**config.mk**
```make
export PLATFORM = sky130hd
export DESIGN_NAME = bounded_compacting_key_list
export DESIGN_NICKNAME = d
export VERILOG_FILES = /design/src/hw/rtl/bckl_pkg.sv /design/src/hw/rtl/bounded_compacting_key_list.sv /design/src/hw/rtl/bckl_cell.sv
export SDC_FILE = /design/constraint.sdc
export NUM_CORES = 2
export LEC_CHECK = 0
export BUFFER_PORTS_ARGS = -buffer_cell sky130_fd_sc_hd__buf_2
export CORE_ASPECT_RATIO = 1.75
export CORE_UTILIZATION = 61
export DETAILED_ROUTE_END_ITERATION = 8
export PLACE_DENSITY_LB_ADDON = 0.12
export RECOVER_POWER = 25
export SYNTH_ARGS = -nofsm -noshare
export SYNTH_HDL_FRONTEND = slang
export SYNTH_HIERARCHICAL = 1
export SYNTH_SLANG_ARGS = --single-unit
```
**constraint.sdc**
```tcl
create_clock -name clk -period 10.62 [get_ports clk]
set_clock_uncertainty 0.1 [all_clocks]
set_input_delay 1.062 -clock clk [delete_from_list [all_inputs] [get_ports clk]]
set_output_delay 1.062 -clock clk [all_outputs]
set_load 0.005 [all_outputs]
```
**src/hw/rtl/bckl_pkg.sv**
```systemverilog
// ----------------------------------------------------------------------------
// bckl_pkg
// Shared types and codes for the bounded compacting key list.
// ----------------------------------------------------------------------------
`default_nettype none

package bckl_pkg;

  // default sizing
  localparam int MAX_ENTRIES_DEF      = 16;
  localparam int INITIAL_CAPACITY_DEF = 5;

  // fixed field widths
  localparam int ACT_W    = 3;
  localparam int HANDLE_W = 16;
  localparam int PKEY_W   = 44;
  localparam int TKEY_W   = 64;
  localparam int POS_W    = 4;
  localparam int STAT_W   = 3;
  localparam int CNT_OUT_W = 5;

  // action codes
  localparam logic [ACT_W-1:0] ACT_APPEND = 3'd0;
  localparam logic [ACT_W-1:0] ACT_REMOVE = 3'd1;
  localparam logic [ACT_W-1:0] ACT_GROW   = 3'd2;
  localparam logic [ACT_W-1:0] ACT_SHRINK = 3'd3;
  localparam logic [ACT_W-1:0] ACT_FIND   = 3'd4;
  localparam logic [ACT_W-1:0] ACT_READ   = 3'd5;

  // status codes
  localparam logic [STAT_W-1:0] ST_OK        = 3'd0;
  localparam logic [STAT_W-1:0] ST_FULL      = 3'd1;
  localparam logic [STAT_W-1:0] ST_NOT_FOUND = 3'd2;
  localparam logic [STAT_W-1:0] ST_LIMIT     = 3'd3;
  localparam logic [STAT_W-1:0] ST_BAD_POS   = 3'd4;

  // one stored entry
  typedef struct packed {
    logic [HANDLE_W-1:0] handle;
    logic [PKEY_W-1:0]   pkey;
    logic [TKEY_W-1:0]   tkey;
  } entry_t;

  // command broadcast to every cell
  typedef struct packed {
    entry_t           data;     // new entry / keys to match
    logic [POS_W-1:0] pos;
    logic             find;     // select match uses title key, else position
    logic             capture;  // register match flags this cycle
    logic             append;   // write data into the cell at the tail
    logic             remove;   // compact after the first key hit
  } cell_cmd_t;

endpackage

`default_nettype wire

```
**src/hw/rtl/bounded_compacting_key_list.sv**
```systemverilog
// ----------------------------------------------------------------------------
// bounded_compacting_key_list
// Insertion-ordered entry list with append, remove-and-compact, capacity
// grow/shrink, find by title key and read by position.
// ----------------------------------------------------------------------------
// Usage:
//   Input words (action, handle, primary_key, title_key, position) enter on
//   in_valid/in_ready; one result word (status, found_handle, entry_count,
//   capacity_now) leaves on out_valid/out_ready for every input word.
//   Entries live in a row of cells, one per slot. Each command runs through
//   S_CMP and S_EXEC: in S_CMP every cell compares its entry against the
//   broadcast keys and registers the match, in S_EXEC the first match is
//   resolved along the row, the list is updated (a removal shifts every
//   later cell down by one in that same cycle) and the result is loaded into
//   the output register. A new word is accepted only in S_IDLE or as the
//   previous command leaves S_EXEC, never while one is in S_CMP.
//   The output register decouples the sides: a new word is accepted while a
//   result is still waiting. If the receiver stalls and the output register
//   is occupied, the finished command holds in its execute cycle and
//   in_ready stays low until the result can be loaded.
//   Reset empties the list and sets capacity to INITIAL_CAPACITY (limited to
//   MAX_ENTRIES); entry contents are not cleared.
// ----------------------------------------------------------------------------
`default_nettype none

module bounded_compacting_key_list #(
  parameter int MAX_ENTRIES      = bckl_pkg::MAX_ENTRIES_DEF,
  parameter int INITIAL_CAPACITY = bckl_pkg::INITIAL_CAPACITY_DEF
) (
  input  wire logic                              clk,
  input  wire logic                              rst,
  input  wire logic                              in_valid,
  output logic                                   in_ready,
  input  wire logic [bckl_pkg::ACT_W-1:0]        action,
  input  wire logic [bckl_pkg::HANDLE_W-1:0]     handle,
  input  wire logic [bckl_pkg::PKEY_W-1:0]       primary_key,
  input  wire logic [bckl_pkg::TKEY_W-1:0]       title_key,
  input  wire logic [bckl_pkg::POS_W-1:0]        position,
  output logic                                   out_valid,
  input  wire logic                              out_ready,
  output logic [bckl_pkg::STAT_W-1:0]            status,
  output logic [bckl_pkg::HANDLE_W-1:0]          found_handle,
  output logic [bckl_pkg::CNT_OUT_W-1:0]         entry_count,
  output logic [bckl_pkg::CNT_OUT_W-1:0]         capacity_now
);

  localparam int CW   = $clog2(MAX_ENTRIES+1);
  localparam int CMPW = (CW > bckl_pkg::POS_W) ? CW : bckl_pkg::POS_W;
  localparam int INIT_CAP = (INITIAL_CAPACITY > MAX_ENTRIES) ? MAX_ENTRIES
                                                             : INITIAL_CAPACITY;

  typedef enum logic [1:0] {S_IDLE, S_CMP, S_EXEC} state_t;

  state_t                        state;
  logic [bckl_pkg::ACT_W-1:0]    act;
  bckl_pkg::entry_t              key;
  logic [bckl_pkg::POS_W-1:0]    pos;
  logic [CW-1:0]                 count;
  logic [CW-1:0]                 cap;
  logic [CW-1:0]                 count_next;
  logic [CW-1:0]                 cap_next;
  logic [bckl_pkg::STAT_W-1:0]   status_next;
  logic [bckl_pkg::HANDLE_W-1:0] found_next;

  logic                accept;
  logic                fire;
  logic                full;
  bckl_pkg::cell_cmd_t cmd;

  bckl_pkg::entry_t              cell_data [MAX_ENTRIES];
  logic                          hit   [MAX_ENTRIES+1];
  logic                          sel   [MAX_ENTRIES+1];
  logic [bckl_pkg::HANDLE_W-1:0] sel_h [MAX_ENTRIES+1];

  // handshake
  assign fire     = (state == S_EXEC) && (!out_valid || out_ready);
  assign in_ready = (state == S_IDLE) || fire;
  assign accept   = in_valid && in_ready;
  assign full     = count >= cap;

  // command broadcast
  always_comb begin
    cmd.data    = key;
    cmd.pos     = pos;
    cmd.find    = act == bckl_pkg::ACT_FIND;
    cmd.capture = state == S_CMP;
    cmd.append  = fire && (act == bckl_pkg::ACT_APPEND) && !full;
    cmd.remove  = fire && (act == bckl_pkg::ACT_REMOVE) && hit[MAX_ENTRIES];
  end

  // row of cells
  assign hit[0]             = 1'b0;
  assign sel[MAX_ENTRIES]   = 1'b0;
  assign sel_h[MAX_ENTRIES] = '0;

  for (genvar i = 0; i < MAX_ENTRIES; i++) begin : g_cell
    bckl_pkg::entry_t right;
    if (i == MAX_ENTRIES - 1) begin : g_last
      assign right = cell_data[i];
    end else begin : g_mid
      assign right = cell_data[i+1];
    end

    bckl_cell #(
      .MAX_ENTRIES (MAX_ENTRIES),
      .IDX         (i)
    ) u_cell (
      .clk            (clk),
      .cmd            (cmd),
      .count          (count),
      .right_data     (right),
      .data           (cell_data[i]),
      .hit_in         (hit[i]),
      .hit_out        (hit[i+1]),
      .sel_in         (sel[i+1]),
      .sel_handle_in  (sel_h[i+1]),
      .sel_out        (sel[i]),
      .sel_handle_out (sel_h[i])
    );
  end

  // result and next list size
  always_comb begin
    count_next  = count;
    cap_next    = cap;
    status_next = bckl_pkg::ST_OK;
    found_next  = '0;
    case (act)
      bckl_pkg::ACT_APPEND: begin
        if (full) begin
          status_next = bckl_pkg::ST_FULL;
        end else begin
          count_next = count + 1'b1;
        end
      end
      bckl_pkg::ACT_REMOVE: begin
        if (hit[MAX_ENTRIES]) begin
          count_next = count - 1'b1;
        end else begin
          status_next = bckl_pkg::ST_NOT_FOUND;
        end
      end
      bckl_pkg::ACT_GROW: begin
        if (cap >= CW'(MAX_ENTRIES)) begin
          status_next = bckl_pkg::ST_LIMIT;
        end else begin
          cap_next = cap + 1'b1;
        end
      end
      bckl_pkg::ACT_SHRINK: begin
        if (cap == '0) begin
          status_next = bckl_pkg::ST_LIMIT;
        end else begin
          if (count >= cap) begin
            count_next = count - 1'b1;
          end
          cap_next = cap - 1'b1;
        end
      end
      bckl_pkg::ACT_FIND: begin
        if (sel[0]) begin
          found_next = sel_h[0];
        end else begin
          status_next = bckl_pkg::ST_NOT_FOUND;
        end
      end
      bckl_pkg::ACT_READ: begin
        if (CMPW'(pos) >= CMPW'(count)) begin
          status_next = bckl_pkg::ST_BAD_POS;
        end else begin
          found_next = sel_h[0];
        end
      end
      default: begin
      end
    endcase
  end

  // command capture (payload only)
  always_ff @(posedge clk) begin
    if (accept) begin
      act    <= action;
      key    <= '{handle: handle, pkey: primary_key, tkey: title_key};
      pos    <= position;
    end
  end

  // sequencer, list size and output register
  always_ff @(posedge clk) begin
    if (rst) begin
      state     <= S_IDLE;
      count     <= '0;
      cap       <= CW'(INIT_CAP);
      out_valid <= 1'b0;
    end else begin
      // result word loads on fire, drops once taken
      if (fire) begin
        out_valid <= 1'b1;
      end else if (out_valid && out_ready) begin
        out_valid <= 1'b0;
      end
      case (state)
        S_IDLE: begin
          if (accept) begin
            state <= S_CMP;
          end
        end
        S_CMP: begin
          state <= S_EXEC;
        end
        S_EXEC: begin
          if (fire) begin
            count        <= count_next;
            cap          <= cap_next;
            status       <= status_next;
            found_handle <= found_next;
            entry_count  <= bckl_pkg::CNT_OUT_W'(count_next);
            capacity_now <= bckl_pkg::CNT_OUT_W'(cap_next);
            state        <= accept ? S_CMP : S_IDLE;
          end
        end
        default: begin
          state <= S_IDLE;
        end
      endcase
    end
  end

endmodule

`default_nettype wire

```
**src/hw/rtl/bckl_cell.sv**
```systemverilog
// ----------------------------------------------------------------------------
// bckl_cell
// One list slot: holds an entry, compares it against the broadcast keys and
// takes its right neighbor's entry when the list compacts.
// ----------------------------------------------------------------------------
`default_nettype none

module bckl_cell #(
  parameter int MAX_ENTRIES = bckl_pkg::MAX_ENTRIES_DEF,
  parameter int IDX         = 0
) (
  input  wire logic                              clk,
  input  wire bckl_pkg::cell_cmd_t               cmd,
  input  wire logic [$clog2(MAX_ENTRIES+1)-1:0]  count,
  input  wire bckl_pkg::entry_t                  right_data,
  output bckl_pkg::entry_t                       data,
  input  wire logic                              hit_in,
  output logic                                   hit_out,
  input  wire logic                              sel_in,
  input  wire logic [bckl_pkg::HANDLE_W-1:0]     sel_handle_in,
  output logic                                   sel_out,
  output logic [bckl_pkg::HANDLE_W-1:0]          sel_handle_out
);

  localparam int CW = $clog2(MAX_ENTRIES+1);
  localparam bit POS_REACH = IDX < (1 << bckl_pkg::POS_W);

  logic occ;
  logic pos_eq;
  logic pk_hit;
  logic sel_hit;

  // slot holds a live entry
  assign occ    = count > CW'(IDX);
  assign pos_eq = POS_REACH && (cmd.pos == bckl_pkg::POS_W'(IDX));

  // match flags, registered in S_CMP ahead of execution
  always_ff @(posedge clk) begin
    if (cmd.capture) begin
      pk_hit  <= occ && (data.pkey == cmd.data.pkey);
      sel_hit <= occ && (cmd.find ? (data.tkey == cmd.data.tkey) : pos_eq);
    end
  end

  // first key hit propagates toward the tail
  assign hit_out = hit_in | pk_hit;

  // first selected entry propagates toward the head
  assign sel_out        = sel_hit | sel_in;
  assign sel_handle_out = sel_hit ? data.handle : sel_handle_in;

  // entry storage: tail write or shift from the right neighbor
  always_ff @(posedge clk) begin
    if (cmd.append && (count == CW'(IDX))) begin
      data <= cmd.data;
    end else if (cmd.remove && hit_out) begin
      data <= right_data;
    end
  end

endmodule

`default_nettype wire

```
* Word level (Yosys, flattened, before mapping)
Cells that the tools add are included.
** Word-level totals
- Output and inout port bits :: 31
- Flip-flop bits (word level) :: 2189
- Logic and storage cells :: 402
- Input bits :: 135
** Operators by class
- Reduce and logical (&&, ||, !) cells :: 98
- $lt $le $gt $ge :: 19
- Equal/unequal tests :: 71
- Add/subtract/negate cells :: 4
- Bitwise operators :: 31
- Muxes and demuxes :: 86
** Operators with widths (number)
- 124-bit two-way mux :: 30
- 64-bit equality test :: 16
- 44-bit equality test :: 16
- 16-bit two-way mux :: 18
- 1-bit logical AND :: 70
- 5-bit by 4-bit equality test with 1-bit output (second input constant) :: 8
- 5-bit by 4-bit > comparator with 1-bit output (second input constant) :: 8
- 4-bit equality test (second input constant) :: 8
- 16-bit one-hot mux with 2 select lines :: 1
- 2-bit nonzero test :: 16
- 5-bit two-way mux :: 6
- 1-bit bitwise OR :: 30
- 5-bit by 3-bit equality test with 1-bit output (second input constant) :: 4
- 5-bit by 3-bit > comparator with 1-bit output (second input constant) :: 4
- 1-bit two-way mux :: 20
- 3-bit one-hot mux with 6 select lines :: 1
- 4-bit by 3-bit equality test with 1-bit output (second input constant) :: 4
- 5-bit one-hot mux with 3 select lines :: 1
- 2-bit two-way mux :: 6
- 5-bit by 1-bit adder with 5-bit output (second input constant) :: 2
- 5-bit by 2-bit equality test with 1-bit output (second input constant) :: 2
- 5-bit by 1-bit > comparator with 1-bit output (second input constant) :: 2
- 5-bit by 2-bit > comparator with 1-bit output (second input constant) :: 2
- 5-bit logical NOT :: 2
- other kinds (24) :: 32

* Longest topological paths before layout
- Depth in word-level cells :: 19
- Mapped depth :: 22
- Depth with buffers taken out :: 21

* Hierarchy
Netlist, hierarchy kept.
** Modules (own cells, without submodules)
- bckl_cell (g_cell[9].u_cell) :: times used 1, seq. area each 3783.6 um^2, cells an instance 440, area each 6904.1 um^2
- bckl_cell (g_cell[10].u_cell) :: times used 1, seq. area each 3783.6 um^2, cells an instance 439, area each 6902.9 um^2
- bckl_cell (g_cell[0].u_cell) :: times used 1, seq. area each 3783.6 um^2, cells an instance 438, area each 6901.6 um^2
- bckl_cell (g_cell[5].u_cell) :: times used 1, seq. area each 3783.6 um^2, cells an instance 439, area each 6901.6 um^2
- bckl_cell (g_cell[4].u_cell) :: times used 1, seq. area each 3783.6 um^2, cells an instance 439, area each 6900.4 um^2
- bckl_cell (g_cell[13].u_cell) :: times used 1, seq. area each 3783.6 um^2, cells an instance 437, area each 6791.5 um^2
- bckl_cell (g_cell[11].u_cell) :: times used 1, seq. area each 3783.6 um^2, cells an instance 438, area each 6770.2 um^2
- bckl_cell (g_cell[15].u_cell) :: times used 1, seq. area each 3783.6 um^2, cells an instance 439, area each 6766.5 um^2
- bckl_cell (g_cell[14].u_cell) :: times used 1, seq. area each 3783.6 um^2, cells an instance 438, area each 6760.2 um^2
- bckl_cell (g_cell[3].u_cell) :: times used 1, seq. area each 3783.6 um^2, cells an instance 438, area each 6757.7 um^2
- bckl_cell (g_cell[1].u_cell) :: times used 1, seq. area each 3783.6 um^2, cells an instance 438, area each 6756.5 um^2
- bckl_cell (g_cell[7].u_cell) :: times used 1, seq. area each 3783.6 um^2, cells an instance 444, area each 6713.9 um^2
- bckl_cell (g_cell[2].u_cell) :: times used 1, seq. area each 3783.6 um^2, cells an instance 438, area each 6710.2 um^2
- bckl_cell (g_cell[6].u_cell) :: times used 1, seq. area each 3783.6 um^2, cells an instance 438, area each 6708.9 um^2
- +3 rows

* Worst setup path after synthesis
OpenSTA, ideal clock, no wires.
- Path kind :: reg-to-reg
- From :: reg g_cell[0].u_cell.pk_hit
- To :: reg g_cell[4].u_cell/data[0] (netlist bit), enable pin
- Buffers on the path :: 0
- Path slack :: 2174 ps
- Data required time :: 9432 ps
- Library setup time :: 1088 ps
- Stages on the path, launching flop included :: 21
- Arrival time :: 7258 ps
- Clock period less this slack :: 8446 ps
- Cell sequence :: edfxtp_1 -> or2_2 -> or2_2 -> or2_2 -> or2_2 -> or2_2 -> or2_2 -> or2_2 -> or2_2 -> or2_2 -> or2_2 -> or2_2 -> or2_2 -> or2_2 -> or2_2 -> or2_2 -> or2_2 -> nand3_1 -> nor2_1 -> nand2_1 -> nand2_1
** RTL lines
- start, declared :: RTL line bckl_cell.sv:30 : logic pk_hit;
- start signal, assigned :: RTL line bckl_cell.sv:40 : pk_hit <= occ && (data.pkey == cmd.data.pkey);
- end signal, assigned :: RTL line bckl_cell.sv:55 : data <= cmd.data;
- end signal, assigned :: RTL line bckl_cell.sv:57 : data <= right_data;
- end, declared :: RTL line bckl_cell.sv:16 : output bckl_pkg::entry_t data,

==> results.md <==
- Worst Setup Slack, final: around 1.8 ns
- Die height: about 580 um
- Total grt overflow: 0
- Worst vdd ir: approximately 0.00016 V
- Routed length per instance: around 34 um
- Setup bufs post-CTS: 0
- Post-synth cell types: between 80 and 90
- Die X-Extent: about 330 um
- CTS Hold Bufs: 0
- Primary FF master, synth: edfxtp_1
- Worst R2R Setup Slack: between 1.5 and 2 ns
- # IOs: approximately 170
- DRC viols: 0
- Vias: 65,581
- Worst slew pin tran: ~4.2 ns
- Synthesized area per cell: approximately 16 sq um
- Total CTS buffers: slightly above 200
- Vias in the first global route: around 70,000
- CP endpoint kind: flip-flop
- Total power: roughly 18 mW
- Synth async-reset ratio: 0%
- Min Tclk post-route: ~8.9 ns
- Initial antenna violation count: 29
- Clock Path Buffers: 4
- Hold Path End: cmd[40]
- Setup WS pre-CTS: roughly 2.9 ns
- Hold WC Path Type: input pin to flip-flop
- Max-Cap Viols: 23
- Min-Delay Path Depth: 1
- Status: finished, violations left
- Crit path kind: flip-flop to flip-flop
- Core area: ~0.19 sq mm
- # fillers: about 14,000
- Post-synthesis cell count: roughly 7,400
- Final Max Tran Viols: just over 900
- Worst EP required: approximately 11 ns
- R2R Path End: g_cell[15].u_cell/data[85]
- CTS resizes: 0
- Global Route Usage Sum: a little under two fifths
- IO Port Bufs: roughly 170
- Fraction of layout cells with a size suffix above 1: 29.4%
- Starting Density: ~62%
- Peak Freq: ~110 MHz
- Dpl cells: 9,972
- Normalized max-slew margin: -180%
- Clock transition at the registers of the reported paths: around 0.060 ns
- H-Tree Depth: 4
- Fin. Hold Viols: 0
- Synthesized flop and latch total: roughly 2,200
- Fin cells: roughly 10,000
- Layout net count: about 8,000
- RSZ-0062 raised after global routing: no
- Clk sinks: approximately 2,200
- Synth Cell Area: 0.115 sq mm
- CTS Root Cell: clkbuf_16
- Starting DRT DRC Count: about 5,000
- Largest net degree at the start of global routing: 125
- Clock Latency Late Sink: around 0.87 ns
- Final Setup Violations: 0
- Final Util: 66.6%
- # rows: 210
- WL final: 348,000 um
- Seq/Total Area, Yosys: ~57%
- TritonCTS clock tree: built
- Warnings, synthesis: 6
- Register area: about 0.066 sq mm
- Crit Path Max Fanout: 124
- EDFF count, synth: roughly 2,200
- RePlAce Congestion: 0.991
- Crit path launch type: flip-flop
- Drt pass-1 iters: 6
- CP arrival: 9.36 ns
- Violated checks: max-capacitance violations, max-slew violations
- ANT nets after route: 0
- Hold_sp: title_key[32]
- Post-DP HPWL: 255,000 um
- Ratio of final minimum period to clock period: approximately 83%
- Area of the multi-input gates: between 0.04 and 0.05 sq mm
- Setup TNS: 0 ns
- Reg2Reg Launch Point: count[0]
- Reg2reg path depth: 11
- Pwr/cell area: roughly 140 mW/mm^2
- Full die area: roughly 0.19 sq mm
- P&R area growth vs syn: 8.27%
- Pleak: around 35 nW
- Via density: around 6.3
- Global-route wire length before repair: around 490,000 um
[routing by layer]
metal / part of all wire, % / track usage, %
met1: 31 / 34.2
met2: 53 / 66.4
met3: 4.5 / 6.09
met4: 12 / 35.7
met5: 0.051 / 0
[sequential cells by signal, summed over array words and instances, names as in the netlist]
signal and flops:
g_cell.u_cell/data 1984, cmd 124, found_handle 16, g_cell.u_cell/pk_hit 16, g_cell.u_cell/sel_hit 16, cap 5
capacity_now 5, count 5, entry_count 5, pos 4, act 3, status 3
state 2, out_valid 1
[how the worst max path moves through the flow]
| stage | slack, ns | start | endpoint | depth (start not counted) |
|---|---|---|---|---|
| global route | 1.43 | count[0] | g_cell[11].u_cell/data[10] | 11 |
| floorplan | 2.17 | g_cell[0].u_cell/pk_hit | g_cell[4].u_cell/data[0] | 20 |
| finish | 1.76 | count[0] | g_cell[15].u_cell/data[85] | 11 |
| detailed placement | 2.89 | g_cell[0].u_cell/pk_hit | g_cell[0].u_cell/data[114] | 22 |
| global placement | 2.89 | g_cell[0].u_cell/pk_hit | g_cell[0].u_cell/data[114] | 22 |
| CTS | 2.87 | g_cell[0].u_cell/pk_hit | g_cell[5].u_cell/data[45] | 22 |
[stage by stage]
step / instance area [sq um] / hold WS, ns
2_1_floorplan: 115000 / 0.350
3_3_place_gp: 119000 / 0.394
3_5_place_dp: 119000 / 0.398
4_1_cts: 125000 / 0.226
5_1_grt: 125000 / 0.248
6_report: 125000 / 0.267
[layout make-up]
type	count	area share (%)
clock buffer	254	4.40
timing repair buffer	382	1.89
antenna	17	0.0341
sequential	2189	52.7
inverter	21	0.0633
multi-input combinational	4945	37.7
clock inverter	102	0.759
tap	2438	2.45
[critical path, stage by stage, from the launching register on]
cell      delay (ns)
dfxtp_1         0.31
clkbuf_1        1.34
inv_1           0.36
ha_1            0.41
nor2b_1         0.16
o21ai_0         0.21
a31oi_1         0.22
clkbuf_1        0.55
and3_1          0.95
nor3b_1         0.41
clkbuf_2        2.46
mux2_2          0.52
[cells in the final DEF (no fill, tap or decap), drive strengths merged, types with 17 or more instances in the layout]
cell	netlist	layout
a21o	18	18
a21oi	18	18
and2	18	18
buf	234	332
bufinv	0	19
clkbuf	25	304
clkinv	0	79
conb	1	18
diode	0	17
edfxtp	2176	2176
inv	21	21
mux2	2239	2239
nand2	60	60
nand3	53	53
nand4	247	247
nor2	28	28
nor3	51	51
nor4	269	269
o21ai	28	28
or2	34	34
xnor2	806	806
xor2	917	917
[cells by family (layout without fill, tap and decap cells)]
logic type / after synthesis / count (layout) / synth area share [%]
other: 1 / 35 / 0.00326
multiplexers: 2243 / 2243 / 22.7
flip-flops: 2189 / 2189 / 57.0
adder cells (fa/ha/maj): 14 / 14 / 0.152
AND/OR/NAND/NOR: 835 / 835 / 4.44
XOR/XNOR: 1723 / 1723 / 13.1
buffers and inverters: 280 / 759 / 1.85
AO/OA/AOI/OAI: 112 / 112 / 0.683
[synth_stat cells (4+ instances only)]
library cell	n	area share, %
nor4_2	9	0.098
mux2_2	1537	15
o21ai_0	19	0.083
o211ai_1	4	0.026
nor4_1	260	1.4
a21o_1	18	0.12
buf_4	60	0.39
nand3_1	51	0.22
dfxtp_1	13	0.23
mux2i_1	4	0.035
a21oi_1	17	0.074
nand4b_1	7	0.053
nand2b_1	9	0.049
o22ai_1	4	0.022
xor2_1	917	7.0
nor2b_1	7	0.038
or4_1	13	0.085
nand3b_1	6	0.039
buf_6	44	0.43
buf_1	20	0.065
nand4_1	246	1.3
mux2_1	457	4.5
buf_2	75	0.33
nor4b_2	4	0.052
clkbuf_1	25	0.082
buf_8	29	0.38
nor2_1	26	0.085
inv_1	21	0.069
o21ai_1	8	0.035
or2_2	34	0.18
edfxtp_1	2176	57
buf_12	6	0.10
nor3_1	48	0.21
xnor2_1	806	6.1
or3_1	11	0.060
and2_1	18	0.098
mux2_4	245	3.2
a31oi_1	4	0.022
nand2_1	57	0.19
ha_1	14	0.15
[report_power, final]
part | switching, mW | total [mW] | internal [mW]
clock network | 3.23 | 7.33 | 4.09
registers | 0.0471 | 9.49 | 9.45
logic | 0.786 | 1.11 | 0.327
total | 4.07 | 17.9 | 13.9
(Power assumes the default switching activity.)
